--- src/hw/rtl/pip_pkg.sv ---
`timescale 1ns / 1ps
`default_nettype none

package pip_pkg;

    localparam int COORD_W   = 32;
    localparam int SLOT_W    = 6;
    localparam int CNT_REG_W = 7;
    localparam int DIFF_W    = COORD_W + 1;
    localparam int PROD_W    = 2 * DIFF_W;

    localparam logic CMD_WRITE = 1'b0;
    localparam logic CMD_TEST  = 1'b1;

    // word travelling down the cell chain (valid bit travels beside it)
    typedef struct packed {
        logic                 is_test;
        logic [SLOT_W-1:0]    slot;
        logic [COORD_W-1:0]   px;
        logic [COORD_W-1:0]   py;
        logic [COORD_W-1:0]   prev_x;
        logic [COORD_W-1:0]   prev_y;
        logic [COORD_W-1:0]   first_x;
        logic [COORD_W-1:0]   first_y;
        logic                 parity;
    } pip_tok_t;

endpackage

`default_nettype wire

--- src/hw/rtl/pip_edge.sv ---
`timescale 1ns / 1ps
`default_nettype none

module pip_edge (
    input  wire                         aclk,
    input  wire                         aresetn,
    input  wire                         adv,
    input  wire                         in_vld,
    input  wire pip_pkg::pip_tok_t      in_tok,
    input  wire [pip_pkg::COORD_W-1:0]  vi_x,
    input  wire [pip_pkg::COORD_W-1:0]  vi_y,
    input  wire [pip_pkg::COORD_W-1:0]  vj_x,
    input  wire [pip_pkg::COORD_W-1:0]  vj_y,
    input  wire                         edge_en,
    output logic                        out_vld,
    output pip_pkg::pip_tok_t           out_tok
);

    logic signed [pip_pkg::DIFF_W-1:0] px_e, py_e, xi_e, yi_e, xj_e, yj_e;
    logic signed [pip_pkg::DIFF_W-1:0] a_next, b_next, c_next, dy_next;
    logic                              straddle;

    logic                              s1_vld_reg;
    pip_pkg::pip_tok_t                 s1_tok_reg;
    logic signed [pip_pkg::DIFF_W-1:0] s1_a_reg, s1_b_reg, s1_c_reg, s1_dy_reg;
    logic                              s1_edge_reg;

    logic                              s2_vld_reg;
    pip_pkg::pip_tok_t                 s2_tok_reg;
    logic signed [pip_pkg::PROD_W-1:0] s2_l_reg, s2_r_reg;
    logic                              s2_edge_reg;
    logic                              s2_dyneg_reg;

    logic                              toggle;
    pip_pkg::pip_tok_t                 out_tok_next;
    logic                              out_vld_reg;
    pip_pkg::pip_tok_t                 out_tok_reg;

    // sign-extend to keep every difference exact
    always_comb begin
        px_e = $signed({in_tok.px[pip_pkg::COORD_W-1], in_tok.px});
        py_e = $signed({in_tok.py[pip_pkg::COORD_W-1], in_tok.py});
        xi_e = $signed({vi_x[pip_pkg::COORD_W-1], vi_x});
        yi_e = $signed({vi_y[pip_pkg::COORD_W-1], vi_y});
        xj_e = $signed({vj_x[pip_pkg::COORD_W-1], vj_x});
        yj_e = $signed({vj_y[pip_pkg::COORD_W-1], vj_y});
        a_next   = py_e - yi_e;
        b_next   = xj_e - xi_e;
        c_next   = px_e - xi_e;
        dy_next  = yj_e - yi_e;
        // exactly one end strictly below the point
        straddle = (yi_e < py_e) != (yj_e < py_e);
    end

    always_ff @(posedge aclk) begin
        if (!aresetn) begin
            s1_vld_reg  <= 1'b0;
            s2_vld_reg  <= 1'b0;
            out_vld_reg <= 1'b0;
        end else if (adv) begin
            s1_vld_reg  <= in_vld;
            s2_vld_reg  <= s1_vld_reg;
            out_vld_reg <= s2_vld_reg;
        end
    end

    always_ff @(posedge aclk) begin
        if (adv) begin
            s1_tok_reg   <= in_tok;
            s1_a_reg     <= a_next;
            s1_b_reg     <= b_next;
            s1_c_reg     <= c_next;
            s1_dy_reg    <= dy_next;
            s1_edge_reg  <= edge_en && straddle;
            s2_tok_reg   <= s1_tok_reg;
            s2_l_reg     <= s1_a_reg * s1_b_reg;
            s2_r_reg     <= s1_c_reg * s1_dy_reg;
            s2_edge_reg  <= s1_edge_reg;
            s2_dyneg_reg <= s1_dy_reg[pip_pkg::DIFF_W-1];
            out_tok_reg  <= out_tok_next;
        end
    end

    // crossing left of the point, sign of dy flips the compare
    always_comb begin
        toggle = s2_edge_reg && (s2_dyneg_reg ? (s2_l_reg > s2_r_reg)
                                              : (s2_l_reg < s2_r_reg));
        out_tok_next        = s2_tok_reg;
        out_tok_next.parity = s2_tok_reg.parity ^ toggle;
    end

    assign out_vld = out_vld_reg;
    assign out_tok = out_tok_reg;

endmodule

`default_nettype wire

--- src/hw/rtl/pip_cell.sv ---
`timescale 1ns / 1ps
`default_nettype none

module pip_cell #(
    parameter int CELL_IDX = 0,
    parameter int CNT_W    = 7
) (
    input  wire                     aclk,
    input  wire                     aresetn,
    input  wire                     adv,
    input  wire [CNT_W-1:0]         n_eff,
    input  wire                     in_vld,
    input  wire pip_pkg::pip_tok_t  in_tok,
    output logic                    out_vld,
    output pip_pkg::pip_tok_t       out_tok
);

    localparam int SW = (CNT_W > pip_pkg::SLOT_W) ? CNT_W : pip_pkg::SLOT_W;

    logic [pip_pkg::COORD_W-1:0] vx_reg;
    logic [pip_pkg::COORD_W-1:0] vy_reg;
    logic                        wr_hit;
    logic                        active;
    logic                        edge_en;
    pip_pkg::pip_tok_t           tok_mod;

    always_comb begin
        wr_hit  = in_vld && !in_tok.is_test
                  && (SW'(in_tok.slot) == SW'(CELL_IDX));
        active  = in_vld && in_tok.is_test && (CNT_W'(CELL_IDX) < n_eff);
        // the first cell only records its vertex, the closing edge is done at the tail
        edge_en = active && (CELL_IDX != 0);
        tok_mod = in_tok;
        if (active) begin
            tok_mod.prev_x = vx_reg;
            tok_mod.prev_y = vy_reg;
            if (CELL_IDX == 0) begin
                tok_mod.first_x = vx_reg;
                tok_mod.first_y = vy_reg;
            end
        end
    end

    always_ff @(posedge aclk) begin
        if (adv && wr_hit) begin
            vx_reg <= in_tok.px;
            vy_reg <= in_tok.py;
        end
    end

    pip_edge u_edge (
        .aclk    (aclk),
        .aresetn (aresetn),
        .adv     (adv),
        .in_vld  (in_vld),
        .in_tok  (tok_mod),
        .vi_x    (vx_reg),
        .vi_y    (vy_reg),
        .vj_x    (in_tok.prev_x),
        .vj_y    (in_tok.prev_y),
        .edge_en (edge_en),
        .out_vld (out_vld),
        .out_tok (out_tok)
    );

endmodule

`default_nettype wire

--- config.mk ---
export PLATFORM = sky130hd
export DESIGN_NAME = pip_cell
export DESIGN_NICKNAME = d
export VERILOG_FILES = /design/src/hw/rtl/pip_pkg.sv /design/src/hw/rtl/pip_edge.sv /design/src/hw/rtl/pip_cell.sv
export SDC_FILE = /design/constraint.sdc
export NUM_CORES = 1
export LEC_CHECK = 0
export ABC_AREA = 1
export BUFFER_PORTS_ARGS = -buffer_cell sky130_fd_sc_hd__buf_2
export CORE_ASPECT_RATIO = 1.25
export CORE_MARGIN = 5
export CORE_UTILIZATION = 54
export DETAILED_ROUTE_END_ITERATION = 8
export GPL_ROUTABILITY_DRIVEN = 1
export GPL_TIMING_DRIVEN = 0
export PLACE_DENSITY_LB_ADDON = 0.15
export SYNTH_ARGS = -nofsm -noshare
export SYNTH_HDL_FRONTEND = slang
export SYNTH_SLANG_ARGS = --single-unit
--- constraint.sdc ---
create_clock -name aclk -period 8.1 [get_ports aclk]
set_clock_uncertainty 0.15 [all_clocks]
set_input_delay 0.405 -clock aclk [delete_from_list [all_inputs] [get_ports aclk]]
set_output_delay 0.405 -clock aclk [all_outputs]
set_load 0.01 [all_outputs]
-- After elaboration in Yosys (flattened, before gate mapping)
Cells that the tools add are included.
- order comparisons: 1
- muxes and demuxes: 1
- reductions and logical operators: 7
- operator list (operator ; count):
    $mux 128 ; 1
    $lt 1x7->1 const A ; 1
    $logic_not 6->1 ; 1
    $logic_and 1x1->1 ; 5
    $logic_not 1->1 ; 1
- bits in registers: 667
- input port bits: 211
- output and inout bits: 201
- logic and storage cells: 41

-- Depth between registers and ports, before layout
Gate-level depths: netlist (run 1).
- word-level depth: 4
- gate-level depth with buffers: 7
- depth with buffers taken out: 6

-- Hierarchy
Synthesis (run 1) repeated with hierarchy kept, for this count alone.
- cells, all modules: 13178
- area total of the unflattened synthesis: 120569.4 µm²
- modules (own cells, without submodules) (module ; instances ; cells each ; area each (µm²) ; seq. area each (µm²)):
    pip_edge ; 1 ; 12743 ; 117046.0 ; 26095.0
    pip_cell ; 1 ; 435 ; 3523.4 ; 1921.8

-- Worst setup path before layout (run 1)
Ideal clock, no wire load.
- path type: input to register
- start: in in_tok[195] (netlist bit)
- end: reg vx_reg[0] (netlist bit), enable pin
- setup time: 0.578 ns
- arrival: 5.271 ns
- data required time: 7.372 ns
- path slack: 2.101 ns
- stages on the path: 2
- path buffers: 0
- cell sequence: nor3_1 > nor3b_1
- longest elaborated chain between the ends: 3
- ends and longest elaborated chain (what ; RTL line ; text):
    from (decl) ; pip_cell.sv:13 ; input wire pip_pkg::pip_tok_t in_tok,
    $logic_not 6->1 ; pip_cell.sv:29 ; && (SW'(in_tok.slot) == SW'(CELL_IDX));
    $logic_and 1x1->1 ; pip_cell.sv:29 ;
    $logic_and 1x1->1 ; pip_cell.sv:45 ; if (adv && wr_hit) begin
    to (signal assigned) ; pip_cell.sv:46 ; vx_reg <= in_tok.px;
    to (decl) ; pip_cell.sv:20 ; logic [pip_pkg::COORD_W-1:0] vx_reg;
Every way passes these cells.
A chain may end at the register's enable or synchronous reset.

-- Final worst setup path (run 1)
- start: in adv
- end: reg vy_reg[26] (netlist bit), enable pin
- longest elaborated chain between the ends: 1
- ends and longest elaborated chain (what ; RTL line ; text):
    from (decl) ; pip_cell.sv:10 ; input wire adv,
    $logic_and 1x1->1 ; pip_cell.sv:45 ;
    to (signal assigned) ; pip_cell.sv:47 ; vy_reg <= in_tok.py;
    to (decl) ; pip_cell.sv:21 ; logic [pip_pkg::COORD_W-1:0] vy_reg;
Every way passes these cells.

==> impl_metrics.tcl, run 1 <==
set metrics [dict create \
    status "finished, final reports clean" \
    tightest_slew_ns 0.909 \
    viasPerCell 4.84 \
    synth_cell_type_count 15 \
    drv_slew 0 \
    slowest_stage "nor3b_2" \
    fin_cells 2285 \
    io_pins 412 \
    cts_sinks 667 \
    ant_nets 0 \
    cp-start-kind "primary input" \
    final_nets 1940 \
    num-fill-cells 2380 \
    areaGrowthSynthToFinish_pct 31.3 \
    htree_levels 2 \
    clk_path_buf_depth 3 \
    grt_pass1_wl_um 62800 \
    drv_cap 0 \
    criticalPathCategory "in -> reg" \
    yosys.area.top_type "edfxtp_1" \
    crit_family "buffers and inverters" \
    fp-row-count 82 \
    first_global_vias 11200 \
    tritoncts "yes" \
    place_area_um2 24600 \
    syn-num-nets 1257 \
    grt_max_degree 137 \
    cts_root_buf "clkbuf_16" \
    pre_cts_ws_ns 4.52 \
    cp_max_fo 136 \
    hold_viol_final 0 \
    io_buffers 411 \
    grt.overflow.total 0 \
    placed_cells 1971 \
    start_util 0.543 \
    path_buf_inv 5 \
    path_common_cell "buf_6" \
    drive_above_1_share 0.298 \
    synth_cells 1046 \
    maxSlewHeadroom 0.391 \
    dr.pass1.iters 4 \
    ys_seq_area_frac 0.923 \
    drc 0 \
    stdcell_area_um2 28500 \
    vdd_drop_max_v 0.000187 \
    drt_wl_total_um 42800 \
    ys_top_cells_by_area "edfxtp_1, nand2_1, nand3_1, buf_6, dfxtp_1" \
    die_w_um 189 \
    hold_class "in -> reg" \
    clock_latency_ns 0.58 \
    ys.warnings.count 0 \
    finalSetupViolCount 0 \
    via_count 11100 \
    grt_usage 0.187 \
    fin_crit_sh 0.349 \
    clock.fmax_mhz 354 \
    finalCriticalPeriod_ns 2.83 \
    antenna_found_initial 7 \
    synth_area_um2 21700 \
    arrival_ns 2.95 \
    setup_slack_ns 5.27 \
    clk_pin_slew_ns 0.06 \
    wire_per_inst_um 18.7 \
    ys_ff_latch 667 \
    gp_congestion 0.789 \
    yosys.cell_count.top_type "edfxtp_1" \
    critical_path_required_ns 8.23 \
    synth_edf_count 664 \
    die_area_um2 44300 \
    cts_inserted_buffers 58 \
    slowest_delay_ns 0.78 \
    fin_tns_setup_ns 0 \
    end_kind "register" \
    power_density_nw_per_um2 252 \
    rsz0062_at_grt "no" \
    crit_chain "buf_8, buf_16, nand2_1, nor3b_2, buf_6, buf_6, buf_6" \
    p_leak_uw 0.0112 \
    r2r_setup_slack_ns 7.11 \
    synth_top_flop_cell "edfxtp_1" \
    synthArstFlopShare 0 \
    die_height_um 234 \
    syn_avg_cell_area_um2 20.7 \
    drt_iter0_drc 633 \
    yosysTopAreaCellShare 0.920 \
    synth_common_cells "edfxtp_1, nand2_1, nand3_1, buf_6, nor2_1" \
    coreArea_um2 39900 \
    hold_slack_ns 0.160 \
    dp.final_hpwl_um 26800 \
]
[area by class of cell]
| class | count | area (um2) | share of cell area |
|---|---|---|---|
| Tap cell | 504 | 631 | 0.0222 |
| Inverter | 6 | 22.5 | 0.000791 |
| Sequential cell | 667 | 20000 | 0.703 |
| Buffer | 27 | 256 | 0.00901 |
| Clock buffer | 72 | 1570 | 0.0551 |
| Clock inverter | 36 | 314 | 0.0110 |
| Multi-Input combinational cell | 346 | 1400 | 0.0493 |
| Antenna cell | 4 | 10.0 | 0.000352 |
| Timing Repair Buffer | 623 | 4260 | 0.150 |
[routing by layer]
layer | up-vias | GRT usage | routed length, um
met1 | 5251 | 0.222 | 15500
met5 | - | 0 | 41
met2 | 391 | 0.327 | 22300
met3 | 104 | 0.0524 | 3260
met4 | 8 | 0.0761 | 1680
li1 | 5299 | - | -
[logic make-up (layout without fill, tap and decap cells)]
group                  Yosys count  count (layout)  share of synthesized area
buffers and inverters           33             764                     0.0129
AND/OR/NAND/NOR                342             342                     0.0633
other                            0               4                          0
AO/OA/AOI/OAI                    4               4                    0.00121
flip-flops                     667             667                      0.923
[cell usage in the layout (no fill, tap or decap), types with 2 or more instances in the layout]
master	count
inv_1	6
o21ai_0	2
nor2_1	10
nor3_1	2
clkinv_2	9
clkbuf_16	61
buf_16	4
buf_6	24
diode_2	4
clkinv_1	19
buf_2	417
buf_4	2
dlygate4sd3_1	202
nand3_1	64
nand2_1	264
edfxtp_1	664
bufinv_16	6
dfxtp_1	3
clkbuf_1	11
[power by group]
| part | internal [uW] | switching, uW | total, uW | leakage [uW] |
|---|---|---|---|---|
| Clock | 1560 | 1140 | 2700 | 0.000923 |
| Sequential | 4030 | 48.6 | 4080 | 0.00650 |
| Combinational | 171 | 212 | 383 | 0.00382 |
[path summary, 6_finish.rpt]
path	startpoint	endpoint	cells after the start
max	adv	vy_reg[26]	7
max reg2reg	vy_reg[5]	u_edge.s1_tok_reg[70]	2
min reg2reg	u_edge.s1_tok_reg[13]	u_edge.out_tok_next[13]	0
min	adv	u_edge.s1_tok_reg[197]	1
[through the flow]
step | util | power (uW)
5_1_grt | 0.713 | 7420
2_1_floorplan | - | 4240
3_5_place_dp | 0.615 | 4460
4_1_cts | 0.713 | 7230
6_report | 0.713 | 7170
3_3_place_gp | 0.610 | 4490
[worst register-to-register path: stages (launching register included)]
cell      delay [ns]
edfxtp_1        0.39
nand3_1         0.13
nand2_1         0.08
[what timing repair did]
item	4_1_cts	5_1_grt
hold endpoints to repair	267	0
setup endpoints to repair	0	0
setup buffers	0	0
gates resized for setup	0	0
hold buffers	202	0
Note: power is estimated with default switching activity, not from simulation.
==> inputs of run 2 (changes only) <==
--- a/config.mk
+++ b/config.mk
@@ -9,7 +9,7 @@
 export BUFFER_PORTS_ARGS = -buffer_cell sky130_fd_sc_hd__buf_2
 export CORE_ASPECT_RATIO = 1.25
 export CORE_MARGIN = 5
-export CORE_UTILIZATION = 54
+export CORE_UTILIZATION = 49
 export DETAILED_ROUTE_END_ITERATION = 8
 export GPL_ROUTABILITY_DRIVEN = 1
 export GPL_TIMING_DRIVEN = 0
==> constraint.sdc (replaced) <==
create_clock -name aclk -period 2.4 [get_ports aclk]
set_clock_uncertainty 0.15 [all_clocks]
set_input_delay 0.12 -clock aclk [delete_from_list [all_inputs] [get_ports aclk]]
set_output_delay 0.12 -clock aclk [all_outputs]
set_load 0.01 [all_outputs]
==> impl_metrics.tcl, run 2 (same netlist as run 1, synthesis figures left out) <==
set metrics [dict create \
    dr.pass1.iters 7 \
    via_count 11300 \
    cts_sinks 667 \
    cts_root_buf "clkbuf_16" \
    finalCriticalPeriod_ns 2.29 \
    fp-row-count 86 \
    die_w_um 198 \
    p_leak_uw 0.0114 \
    drive_above_1_share 0.309 \
    dp.final_hpwl_um 28500 \
    placed_cells 2039 \
    stdcell_area_um2 29000 \
    fin_cells 2366 \
    critical_path_required_ns 2.46 \
    grt_max_degree 136 \
    viasPerCell 4.77 \
    drt_wl_total_um 44700 \
    slowest_delay_ns 1.31 \
    cp-startpoint "adv" \
    hold_viol_final 0 \
    criticalPathCategory "in -> reg" \
    r2r_end "u_edge.s1_tok_reg[104]" \
    drv_slew 0 \
    htree_levels 2 \
    slowest_stage "dlygate4sd3_1" \
    clock.fmax_mhz 437 \
    vdd_drop_max_v 0.000687 \
    drt_iter0_drc 703 \
    cts_resized 0 \
    maxSlewHeadroom 0.243 \
    clk_path_buf_depth 3 \
    cts_inserted_buffers 60 \
    power_density_nw_per_um2 863 \
    r2r_cells 2 \
    final_common_cell "edfxtp_1" \
    grt.overflow.total 0 \
    hold_slack_ns 0.0872 \
    io_pins 412 \
    ant_nets 0 \
    end_kind "register" \
    gp_congestion 0.822 \
    start_util 0.494 \
    arrival_ns 2.35 \
    cp-endpoint "u_edge.out_tok[113]" \
    r2r_setup_slack_ns 1.41 \
    crit_chain "dlygate4sd3_1, buf_8, buf_16, dlygate4sd3_1" \
    status "finished, final reports clean" \
    antenna_found_initial 8 \
    path_common_cell "dlygate4sd3_1" \
    die_area_um2 48600 \
    tritoncts "yes" \
    tightest_slew_ns 1.13 \
    utilization 0.660 \
    io_buffers 411 \
    place_area_um2 24700 \
    wire_per_inst_um 18.9 \
    drc 0 \
    cp_max_fo 25 \
    cp-start-kind "primary input" \
    finalSetupViolCount 0 \
    die_height_um 245 \
    clk_pin_slew_ns 0.06 \
    final_nets 1950 \
    clock_latency_ns 0.60 \
    rsz0062_at_grt "no" \
    fin_crit_sh 0.953 \
    hold_class "in -> reg" \
    final_cell_mix "edfxtp_1, buf_2, nand2_1" \
    timing.rr.start "vx_reg[7]" \
    first_global_vias 11500 \
    coreArea_um2 43900 \
    areaGrowthSynthToFinish_pct 33.6 \
    grt_usage 0.179 \
    drv_cap 0 \
    grt_pass1_wl_um 65600 \
]
## run 2: changes by cell type in the layout (fill, tap and decap cells not counted), sizes merged
| cell | delta |
|---|---|
| clkinvlp | +5 |
| buf | +6 |
| inv | +2 |
| clkinv | -6 |
| bufinv | +4 |
| dlygate4sd3 | +2 |
## run 2: worst min-delay path by stage
| stage | startpoint | to | slack (ns) | depth (start not counted) |
|---|---|---|---|---|
| 2_1_floorplan | in_tok[0] | u_edge.s1_tok_reg[0] | 0.07 | 0 |
| 3_3_place_gp | in_tok[0] | u_edge.s1_tok_reg[0] | 0.15 | 1 |
| 3_5_place_dp | in_tok[0] | u_edge.s1_tok_reg[0] | 0.15 | 1 |
| 4_1_cts | adv | u_edge.out_tok[116] | -0.06 | 2 |
| 5_1_grt | in_tok[140] | u_edge.s1_tok_reg[140] | 0.05 | 2 |
| 6_report | in_tok[0] | u_edge.s1_tok_reg[0] | 0.09 | 2 |
## run 2: layout make-up
| cell class | instances | area [um2] |
|---|---|---|
| clock buffers | 72 | 1600 |
| diodes | 4 | 10.0 |
| well taps | 572 | 716 |
| plain buffers | 27 | 256 |
| fillers | 2982 | 14900 |
| repair buffers | 631 | 4460 |
| clock inverters | 41 | 484 |
| flip-flops and latches | 667 | 20000 |
| multi-input cells | 346 | 1420 |
| inverters | 6 | 22.5 |
## run 2: metal layers
layer,vias up,global-route usage,part of all wire
li1,5332,-,-
met1,5431,0.216,0.37
met2,404,0.304,0.51
met3,99,0.0568,0.084
met4,8,0.0646,0.032
met5,-,0,0.00092
## run 2: report_power, final
| part | internal (uW) | switching (uW) | leakage, uW | total [uW] |
|---|---|---|---|---|
| registers | 13600 | 165 | 0.00650 | 13800 |
| logic | 602 | 734 | 0.00391 | 1340 |
| clock network | 5830 | 4040 | 0.00101 | 9870 |
## run 2: repair_timing
item,4_1_cts,5_1_grt
hold buffers,205,3
endpoints found under the hold margin,330,45
setup endpoints to repair,35,0
setup buffers,2,0
## run 2: metrics by stage
step                setup WS [ns]  TNS (ns)  power (uW)
floorplan                  -0.134     -8.57       14300
global placement           -12.38  -5409.57       15200
detailed placement          -1.04    -60.82       15100
CTS                         0.465         0       25300
global route               0.0488         0       25900
finish                      0.113         0       25000
## run 2: worst max-delay path, delay by kind of cell
family / cells / cell delay (ns)
buffers and inverters: 4 / 2.21
